File: config.mk
export PLATFORM = sky130hd
export DESIGN_NAME = rbsi_csr
export DESIGN_NICKNAME = d
export VERILOG_FILES = /design/src/rtl/rbsi_pkg.sv /design/src/rtl/rbsi_csr.sv
export SDC_FILE = /design/constraint.sdc
export NUM_CORES = 1
export LEC_CHECK = 0
export BUFFER_PORTS_ARGS = -buffer_cell sky130_fd_sc_hd__buf_2
export CORE_MARGIN = 2
export CORE_UTILIZATION = 32
export DETAILED_ROUTE_END_ITERATION = 12
export GPL_TIMING_DRIVEN = 0
export PLACE_DENSITY = 0.66
export SYNTH_ARGS = -nofsm -noshare
export SYNTH_HDL_FRONTEND = slang
export SYNTH_SLANG_ARGS = --single-unit
File: constraint.sdc
create_clock -name clock -period 2.85 [get_ports clock]
set_input_delay 0.1425 -clock clock [delete_from_list [all_inputs] [get_ports clock]]
set_output_delay 0.1425 -clock clock [all_outputs]
set_load 0.02 [all_outputs]
File: src/rtl/rbsi_pkg.sv
// Shared types and constants for the ray / box slab test pipeline.
package rbsi_pkg;

   localparam int NUM_AXES    = 3;
   localparam int NUM_REGS    = 8;
   localparam int PIPE_STAGES = 6;

   // Configuration register indexes, in address order.
   typedef enum logic [2:0] {
      CSR_ORIGIN_X,
      CSR_ORIGIN_Y,
      CSR_ORIGIN_Z,
      CSR_INV_DIR_X,
      CSR_INV_DIR_Y,
      CSR_INV_DIR_Z,
      CSR_WINDOW_LOW,
      CSR_WINDOW_HIGH
   } csr_index_type;

   // Load enables for the four per-axis stages.
   typedef struct packed {
      logic diff;
      logic mul;
      logic prod;
      logic sort;
   } axis_adv_type;

endpackage

File: src/rtl/rbsi_csr.sv
// APB register file holding the ray origin, reciprocal direction and window.
module rbsi_csr import rbsi_pkg::*; #(
   parameter int COORD_BITS = 32,
   parameter int FRAC_BITS  = 16,
   parameter int DATA_BITS  = 32,
   parameter int ADDR_BITS  = 5
) (
   input  logic                         clock,
   input  logic                         reset,
   input  logic                         csr_psel,
   input  logic                         csr_penable,
   input  logic                         csr_pwrite,
   input  logic [ADDR_BITS-1:0]         csr_paddr,
   input  logic [DATA_BITS-1:0]         csr_pwdata,
   output logic [DATA_BITS-1:0]         csr_prdata,
   output logic                         csr_pready,
   output logic signed [COORD_BITS-1:0] origin [NUM_AXES],
   output logic signed [COORD_BITS-1:0] inv_dir [NUM_AXES],
   output logic signed [COORD_BITS-1:0] window_low,
   output logic signed [COORD_BITS-1:0] window_high
);

   localparam int IDX_LSB = ADDR_BITS - 3;
   localparam logic [COORD_BITS-1:0] COORD_MIN = {1'b1, {(COORD_BITS-1){1'b0}}};
   localparam logic [COORD_BITS-1:0] COORD_MAX = ~COORD_MIN;
   localparam logic [COORD_BITS-1:0] COORD_ONE = COORD_BITS'(1) << FRAC_BITS;

   logic [COORD_BITS-1:0] regs_ff [NUM_REGS];
   csr_index_type         idx;
   logic                  wr_en;

   assign idx        = csr_index_type'(csr_paddr[ADDR_BITS-1:IDX_LSB]);
   assign wr_en      = csr_psel & csr_penable & csr_pwrite & csr_pready;
   assign csr_pready = 1'b1;
   assign csr_prdata = DATA_BITS'(regs_ff[idx]);

   always_ff @(posedge clock) begin
      if (reset) begin
         regs_ff[CSR_ORIGIN_X]    <= '0;
         regs_ff[CSR_ORIGIN_Y]    <= '0;
         regs_ff[CSR_ORIGIN_Z]    <= '0;
         regs_ff[CSR_INV_DIR_X]   <= COORD_ONE;
         regs_ff[CSR_INV_DIR_Y]   <= COORD_ONE;
         regs_ff[CSR_INV_DIR_Z]   <= COORD_ONE;
         regs_ff[CSR_WINDOW_LOW]  <= COORD_MIN;
         regs_ff[CSR_WINDOW_HIGH] <= COORD_MAX;
      end else if (wr_en) begin
         regs_ff[idx] <= csr_pwdata[COORD_BITS-1:0];
      end
   end

   assign origin[0]   = $signed(regs_ff[CSR_ORIGIN_X]);
   assign origin[1]   = $signed(regs_ff[CSR_ORIGIN_Y]);
   assign origin[2]   = $signed(regs_ff[CSR_ORIGIN_Z]);
   assign inv_dir[0]  = $signed(regs_ff[CSR_INV_DIR_X]);
   assign inv_dir[1]  = $signed(regs_ff[CSR_INV_DIR_Y]);
   assign inv_dir[2]  = $signed(regs_ff[CSR_INV_DIR_Z]);
   assign window_low  = $signed(regs_ff[CSR_WINDOW_LOW]);
   assign window_high = $signed(regs_ff[CSR_WINDOW_HIGH]);

endmodule

## After elaboration in Yosys (flattened, before gate mapping)

Memories as Yosys holds them, arrays and structs flattened.
Index checks and enable logic that the tools add are counted.

- Muxes and demuxes: 8
- Bitwise operators: 2
- Reductions and logical operators: 1

Operators by type and width:

| operator | count |
|---|---|
| two-way mux 32 bit | 1 |
| OR reduction 32 bit | 1 |
| two-way mux 1 bit | 6 |
| two-way mux 3 bit | 1 |
| AND 1 bit | 2 |

- Bits in registers: 0
- Memory bits (writable): 256
- Memories: 1
- Word-level logic and storage cells: 12
- Output and inout port bits: 289

Memories:

| name | depth | width | rd ports | clocked after memory_dff | write ports | RTL line | text |
|---|---|---|---|---|---|---|---|
| regs_ff | 8 | 32 | 9 | 0 | 8 | rbsi_csr.sv:28 | `logic [COORD_BITS-1:0] regs_ff [NUM_REGS];` |

## Depth between registers and ports, before layout

Gate-level depths: netlist (run 1).

- Depth after elaboration: 7
- Gate-level depth with buffers: 6
- Depth with buffers taken out: 3

## Worst setup path after synthesis (run 1)

No wires, ideal clock.

- Path type: input to register
- Start point: in csr_paddr[2]
- End point: mem regs_ff[7][0] (enable)
- Setup slack: 796 ps
- Data required time: 2456 ps
- Stages on the path: 4
- Library setup time: 394 ps
- Path buffers: 1
- Arrival: 1660 ps
- Path through: clkbuf_1 inv_1 or3_1 nand2b_1

RTL lines:

| element | RTL line | text |
|---|---|---|
| start, declared | rbsi_csr.sv:13 | `input logic [ADDR_BITS-1:0] csr_paddr,` |
| end, declared | rbsi_csr.sv:28 |  |

## Worst setup path in the final report (run 1)

- Start point: in csr_paddr[4]
- End point: out csr_prdata[26]

- Longest elaborated chain between the ends: 1

Ends and longest elaborated chain:

| element | RTL line | text |
|---|---|---|
| memory (8 x 32 bit) | - |  |
| end, declared | rbsi_csr.sv:15 | `output logic [DATA_BITS-1:0] csr_prdata,` |

No other way between the ends.

==> results of run 1 <==
[how the worst max path moves through the flow]
stage / slack [ns] / to / from
2_1_floorplan: 0.80 / regs_ff[7][0] / csr_paddr[2]
3_3_place_gp: -0.50 / regs_ff[7][29] / csr_paddr[2]
3_5_place_dp: -0.22 / regs_ff[6][3] / csr_paddr[2]
4_1_cts: 0.32 / csr_prdata[26] / csr_paddr[4]
5_1_grt: 0.25 / csr_prdata[19] / csr_paddr[4]
6_report: 0.43 / csr_prdata[26] / csr_paddr[4]
[synth_stat cells (all sizes together)]
master and instances:
nor3 3, and2 218, o32a 1, a31o 1
edfxtp 256, a21oi 1, nand4b 1, mux4 63
clkbuf 28, or3 1, nand2 39, mux2 19
nor2 2, nor4b 2, nor4 4, conb 1
nand2b 5, or2 38, buf 18, mux2i 1
nand3b 1, inv 3
[through the flow]
step / cells / setup TNS (ns) / hold WS, ns
floorplan: 706 / 0 / 0.318
global placement: 1492 / -27.68 / 0.473
detailed placement: 1493 / -15.02 / 0.473
CTS: 1577 / 0 / 0.0165
global route: 1577 / 0 / 0.0602
finish: 1580 / 0 / 0.0413
[where the power goes]
group / switching, mW / internal (mW)
Clock: 1.50 / 2.40
Combinational: 0.798 / 0.435
Sequential: 0.118 / 4.35
Total: 2.42 / 7.19
[layer usage]
layer | global-route usage, % | wire length (um)
met5 | 0 | 13
met2 | 36.1 | 19800
met4 | 5.29 | 1020
met3 | 3.89 | 2840
met1 | 28.8 | 17100
[layout make-up]
cell class	count	area, sq um
Tap cell	461	577
Clock buffer	35	748
Inverter	3	11.3
Timing Repair Buffer	358	1970
Clock inverter	17	240
Buffer	46	199
Sequential cell	256	7690
Multi-Input combinational cell	401	3580
Fill cell	3287	20500
Antenna cell	3	7.51
[logic make-up (layout without fill, tap and decap cells)]
group                  Yosys count  in the layout
buffers and inverters           49            459
AOI/OAI and AO/OA                3              3
DFF                            256            256
other                            1              4
and+or+nand+nor                314            314
muxes                           83             83
[repair_timing]
item / in CTS / in global routing
hold buffers: 32 / 0
hold endpoints to repair: 254 / 0
endpoints found under the setup margin: 0 / 0
==> impl_summary.txt, run 1 <==
----------------------------------------------------
[Outcome]
  Status ... finished, final reports clean

[Synth]
  Post-synthesis cell count ... 706
  Portion of netlist area occupied by mux cells ... 14.3%
  Synth Warn # ... 0
  Post-synthesis register bit count ... 256
  Adder-Cell Fraction of Synth Area ... 0%
  Number of distinct standard cells referenced by the synthesized netlist ... 26
  Basic-gate share of the synthesized area counting and, or, nand and nor cells ... 16.6%
  Post-Syn Area ... 11500 sq um
  Mapped Nets ... 748
  Main combinational cell family by area after synthesis ... simple AND/OR/NAND/NOR gates
  Synthesized-area fraction occupied by ao, oa, aoi and oai cells ... 0.207%
  Portion of the post-synthesis area used by sequential elements ... 67.0%
  Proportion of netlist area held by the largest area contributor ... 67.0%
  Cell accounting for the most synthesized area ... sky130_fd_sc_hd__edfxtp_1
  Synthesized area per cell ... 16.3 sq um
  Cell types with the largest area share after synthesis ... sky130_fd_sc_hd__edfxtp_1 67%, sky130_fd_sc_hd__mux4_2 12%, sky130_fd_sc_hd__and2_1 12%, sky130_fd_sc_hd__mux2_2 1.9%, sky130_fd_sc_hd__or2_1 1.6%
  Xor-xnor portion of the synthesized cell area ... 0%

[Pwr]
  Power per unit of standard cell area ... 640 nW/um^2
  Worst VDD drop ... 0.000437 V
  Total power draw ... 9.61 mW
  Static Leakage ... 5.82 nW

[Finish]
  Top flop regs ... regs_ff: 256 flops
  Total non-filler cell area in the finished layout ... 15000 sq um
  Number of flip-flops under the largest register name ... 256
  Register with the most flip-flops ... regs_ff
  Total Nets Final ... 1136
  Highest-count cells in the layout ignoring fill and taps ... 337 x sky130_fd_sc_hd__buf_2, 256 x sky130_fd_sc_hd__edfxtp_1, 218 x sky130_fd_sc_hd__and2_1
  Fraction of final layout cells with drive strength greater than 1 ... 43.1%
  Area overhead of the layout relative to synthesis ... 30.9%
  Post-layout utilization of the core ... 42.3%
  Most frequent standard cell in the layout excluding fill and tap cells ... sky130_fd_sc_hd__buf_2

[Hold path]
  Hold_sp ... csr_paddr[4]
  Cell count of the worst hold path ... 3
  Class of the worst hold path ... in2reg
  Hold EP ... regs_ff[3][16]

[Place]
  Weighted congestion at the end of routability-driven global placement ... 0.767
  Buffers on Ports ... 325
  Placement-stage worst setup slack ... -0.216 ns
  Placement-stage cell area ... 13700 sq um
  Post-detail-place hpwl ... 27.3 mm

[Setup path]
  Dominant delay contributor by cell family on the critical path ... buffers and inverters
  CP max FO ... 10
  Most frequent cell on the critical path ... sky130_fd_sc_hd__buf_2
  Biggest cell delay along the critical path ... 0.80 ns
  Required time at the worst-slack endpoint ... 2.71 ns
  Critical path endpoint category ... primary output
  Startpoint Class ... input pin
  Combined buffer and inverter count along the critical path ... 5
  Cells along the critical path ... buf_2 -> buf_2 -> buf_2 -> clkbuf_1 -> nand2_1 -> nand2_1 -> buf_2
  Arrival time at the worst endpoint ... 2.28 ns
  Critical-path cell with the highest stage delay ... sky130_fd_sc_hd__clkbuf_1
  Critical path start-end classification ... in2out
  Number of logic stages on the critical path including buffering ... 7

[Global route]
  Total Routing Usage GR ... 21.5%
  Wire length of the first global-routing pass ... 57.9 mm
  Largest net degree at the start of global routing ... 33
  Via count of the first global-routing pass ... 8226
  Grt total ovfl ... 0
  Antenna violations before repair ... 5

[Clocking]
  Number of buffers created by CTS ... 28
  TritonCTS clock tree ... built
  CTS Root Cell ... sky130_fd_sc_hd__clkbuf_16
  # resized after CTS ... 0
  Number of buffers on the longest clock path ... 3
  Sinks on Clock Net ... 256
  Number of setup buffers added after CTS ... 0
  H-tree depth ... 1
  Clock slew at the register clock pins of the worst setup and hold paths ... 0.05 ns

[STA]
  Pins over their slew limit ... 0
  Tightest slew margin relative to the limit ... 14.7%
  Setup Viol. Count Final ... 0
  Fin crit period ... 2.42 ns
  Period utilisation layout ... 85.1%
  Timing-limited maximum frequency ... 412 MHz
  Unrepaired setup endpoints after global routing ... no
  Final worst setup slack ... 0.425 ns
  Transition time at the pin with the least slew margin ... 1.28 ns
  Final hold viol count ... 0

[Route]
  DRC violation count after routing ... 0
  Detail Route Antenna Nets ... 0
  Sum of routed wire length over all layers ... 40.8 mm
  Routed wirelength normalized by instance count ... 25.8 um
  First-pass iteration count of the detailed router ... 5
  Vias after detailed routing ... 7819
  DRC marker count from the first detailed-route iteration ... 583
  Via density per instance ... 4.95

[Die]
  Chip Width ... 193 um
  Total die area ... 37400 sq um
  Vertical extent of the die ... 193 um
  Initial Utilization ... 32.3%
  Placeable Area ... 35500 sq um
  Top-level I/O count ... 331
  Row cnt ... 69

[Run]
  Max-capacitance violation count ... 0

----------------------------------------------------
Power figures use the tool's default switching activity.
==> run 2, diff against run 1 <==
--- a/config.mk
+++ b/config.mk
@@ -7,10 +7,10 @@
 export LEC_CHECK = 0
 export BUFFER_PORTS_ARGS = -buffer_cell sky130_fd_sc_hd__buf_2
 export CORE_MARGIN = 2
-export CORE_UTILIZATION = 32
+export CORE_UTILIZATION = 47
 export DETAILED_ROUTE_END_ITERATION = 12
 export GPL_TIMING_DRIVEN = 0
-export PLACE_DENSITY = 0.66
+export PLACE_DENSITY = 0.88
 export SYNTH_ARGS = -nofsm -noshare
 export SYNTH_HDL_FRONTEND = slang
 export SYNTH_SLANG_ARGS = --single-unit
==> constraint.sdc (replaced) <==
create_clock -name clock -period 1.95 [get_ports clock]
set_input_delay 0.0975 -clock clock [delete_from_list [all_inputs] [get_ports clock]]
set_output_delay 0.0975 -clock clock [all_outputs]
set_load 0.02 [all_outputs]
==> impl_summary.txt, run 2 (same netlist as run 1, synthesis figures left out) <==
----------------------------------------------------
[Clocking]
  Sinks on Clock Net ... 256 (unchanged)
  H-tree depth ... 1 (unchanged)
  Number of buffers created by CTS ... 27 (-3.6%)
  CTS Root Cell ... sky130_fd_sc_hd__clkbuf_16
  Number of buffers on the longest clock path ... 3 (unchanged)
  Clock slew at the register clock pins of the worst setup and hold paths ... 0.06 ns (about the same)
  TritonCTS clock tree ... built

[Place]
  Buffers on Ports ... 325 (unchanged)
  Weighted congestion at the end of routability-driven global placement ... 0.802 (+4.6%)
  Placement-stage cell area ... 13500 sq um (-1.4%)
  Post-detail-place hpwl ... 24.5 mm (-11%)

[STA]
  Pins over their slew limit ... 0 (unchanged)
  Timing-limited maximum frequency ... 508 MHz
  Tightest slew margin relative to the limit ... 37.9% (+23 points)
  Setup Total Neg Slack ... -0.0778 ns (-0.0778 ns)
  Transition time at the pin with the least slew margin ... 0.931 ns (-0.348 ns)
  Worst-case hold slack ... 0.0572 ns (+0.0158 ns)
  Unrepaired setup endpoints after global routing ... yes
  Fin crit period ... 1.97 ns
  Setup Viol. Count Final ... 6 (+6)
  Final worst setup slack ... -0.0184 ns (-0.444 ns)
  Final hold viol count ... 0 (unchanged)
  Period utilisation layout ... 101%

[Setup path]
  Critical path start-end classification ... reg2out
  Startpoint Class ... flip-flop
  Arrival time at the worst endpoint ... 1.87 ns (-0.41 ns)
  Required time at the worst-slack endpoint ... 1.85 ns (-0.86 ns)
  Critical path endpoint category ... primary output
  CP max FO ... 2 (-8)

[Global route]
  Total Routing Usage GR ... 28.9% (+7.4 points)
  Grt total ovfl ... 0 (unchanged)
  Largest net degree at the start of global routing ... 33 (unchanged)
  Most Used Layer, Global Route ... met2
  Via count of the first global-routing pass ... 8365 (+1.7%)
  Antenna violations before repair ... 2 (-3)
  GR Util met2 ... 49.5% (+13 points)
  Wire length of the first global-routing pass ... 53.6 mm (-7.4%)
  Grt met1 use ... 36.0% (+7.2 points)
  Global routing usage on met3 ... 5.35% (+1.5 points)

[Route]
  Vias after detailed routing ... 8311 (+6.3%)
  First-pass iteration count of the detailed router ... 7 (+2)
  Routed wirelength normalized by instance count ... 25.7 um (-0.43%)
  Sum of routed wire length over all layers ... 38.0 mm (-7.0%)
  DRC marker count from the first detailed-route iteration ... 915 (+57%)
  Via density per instance ... 5.63 (+14%)
  DRC violation count after routing ... 0 (unchanged)
  Detail Route Antenna Nets ... 0 (unchanged)

[Die]
  Top-level I/O count ... 331 (unchanged)
  Total die area ... 25700 sq um (-31%)
  Vertical extent of the die ... 160 um (-17%)
  Row cnt ... 57 (-17%)
  Initial Utilization ... 47.5% (+15 points)
  Chip Width ... 160 um (-17%)
  Placeable Area ... 24200 sq um (-32%)

[Finish]
  Register with the most flip-flops ... regs_ff
  Total non-filler cell area in the finished layout ... 15100 sq um (+0.75%)
  Total Nets Final ... 1171 (+3.1%)
  Top flop regs ... regs_ff: 256 flops
  Highest-count cells in the layout ignoring fill and taps ... 318 x sky130_fd_sc_hd__buf_2, 256 x sky130_fd_sc_hd__edfxtp_1, 218 x sky130_fd_sc_hd__and2_1
  Most frequent standard cell in the layout excluding fill and tap cells ... sky130_fd_sc_hd__buf_2
  Number of flip-flops under the largest register name ... 256 (unchanged)
  Fraction of final layout cells with drive strength greater than 1 ... 44.9% (+1.8 points)
  Post-layout utilization of the core ... 62.6% (+20 points)
  Area overhead of the layout relative to synthesis ... 31.9%

[Run]
  Max-capacitance violation count ... 0 (unchanged)

[Outcome]
  Violated checks ... setup timing
  Status ... finished, violations left

[Hold path]
  Class of the worst hold path ... in2reg

[Pwr]
  Static Leakage ... 6.01 nW (+3.3%)
  Power per unit of standard cell area ... 882 nW/um^2 (+38%)
  Worst VDD drop ... 0.000605 V (+38%)
  Total power draw ... 13.3 mW (+39%)

----------------------------------------------------
[run 2: cell types whose count changed in the layout (fill, tap and decap cells not counted), sizes merged]
cell | previous run | this run
buf | 344 | 374
clkinv | 9 | 12
diode | 3 | 2
inv | 4 | 5
clkinvlp | 1 | 2
or2 | 38 | 39
bufinv | 6 | 2
clkdlybuf4s15 | 0 | 1
[run 2: final timing paths]
check | from | to | slack [ns] | cells past startpoint
max | regs_ff[2][0] | csr_prdata[0] | -0.02 | 3
min | csr_paddr[4] | regs_ff[3][16] | 0.06 | 3
[run 2: where the power goes]
group / leakage (nW) / switching [mW] / total [mW] / internal [mW]
Clock: 0.401 / 2.08 / 4.88 / 2.80
Sequential: 2.45 / 0.162 / 6.52 / 6.36
Combinational: 3.15 / 1.19 / 1.95 / 0.758
Total: 6.01 / 3.44 / 13.3 / 9.91
[run 2: cell type report]
type                            count  area [sq um]
Clock buffer                       31           691
Multi-Input combinational cell    402          3650
Timing Repair Buffer              393          2310
Buffer                             46           231
Tap cell                          324           405
Antenna cell                        2          5.00
Sequential cell                   256          7690
Inverter                            3          11.3
Fill cell                        1794          9050
Clock inverter                     18           141
[run 2: layer usage]
layer  up-vias  share of wire [%]
met5         -                  0
met1      4214                 37
met4         0                4.0
met2       535                 51
li1       3460                  -
met3       102                8.3
[run 2: critical path: stages, from the launching register on]
cell,delay [ns]
sky130_fd_sc_hd__edfxtp_1,0.42
sky130_fd_sc_hd__mux4_2,0.49
sky130_fd_sc_hd__mux2_4,0.29
sky130_fd_sc_hd__buf_6,0.13
[run 2: stage by stage]
step / setup WS [ns] / instances
after floorplan: 0.223 / 706
after global placement: -0.808 / 1355
after detailed placement: -0.850 / 1355
after CTS: -0.0577 / 1447
after global routing: -0.0528 / 1475
final: -0.0184 / 1475
[run 2: timing repair]
item                                    in CTS  in global routing
endpoints found under the hold margin      254                  0
buffers inserted                            11                 25
pin swaps                                    0                  1
hold buffers                                32                  0
gates resized for setup                     18                 48
endpoints found under the setup margin     244                184
gates cloned                                 0                  1
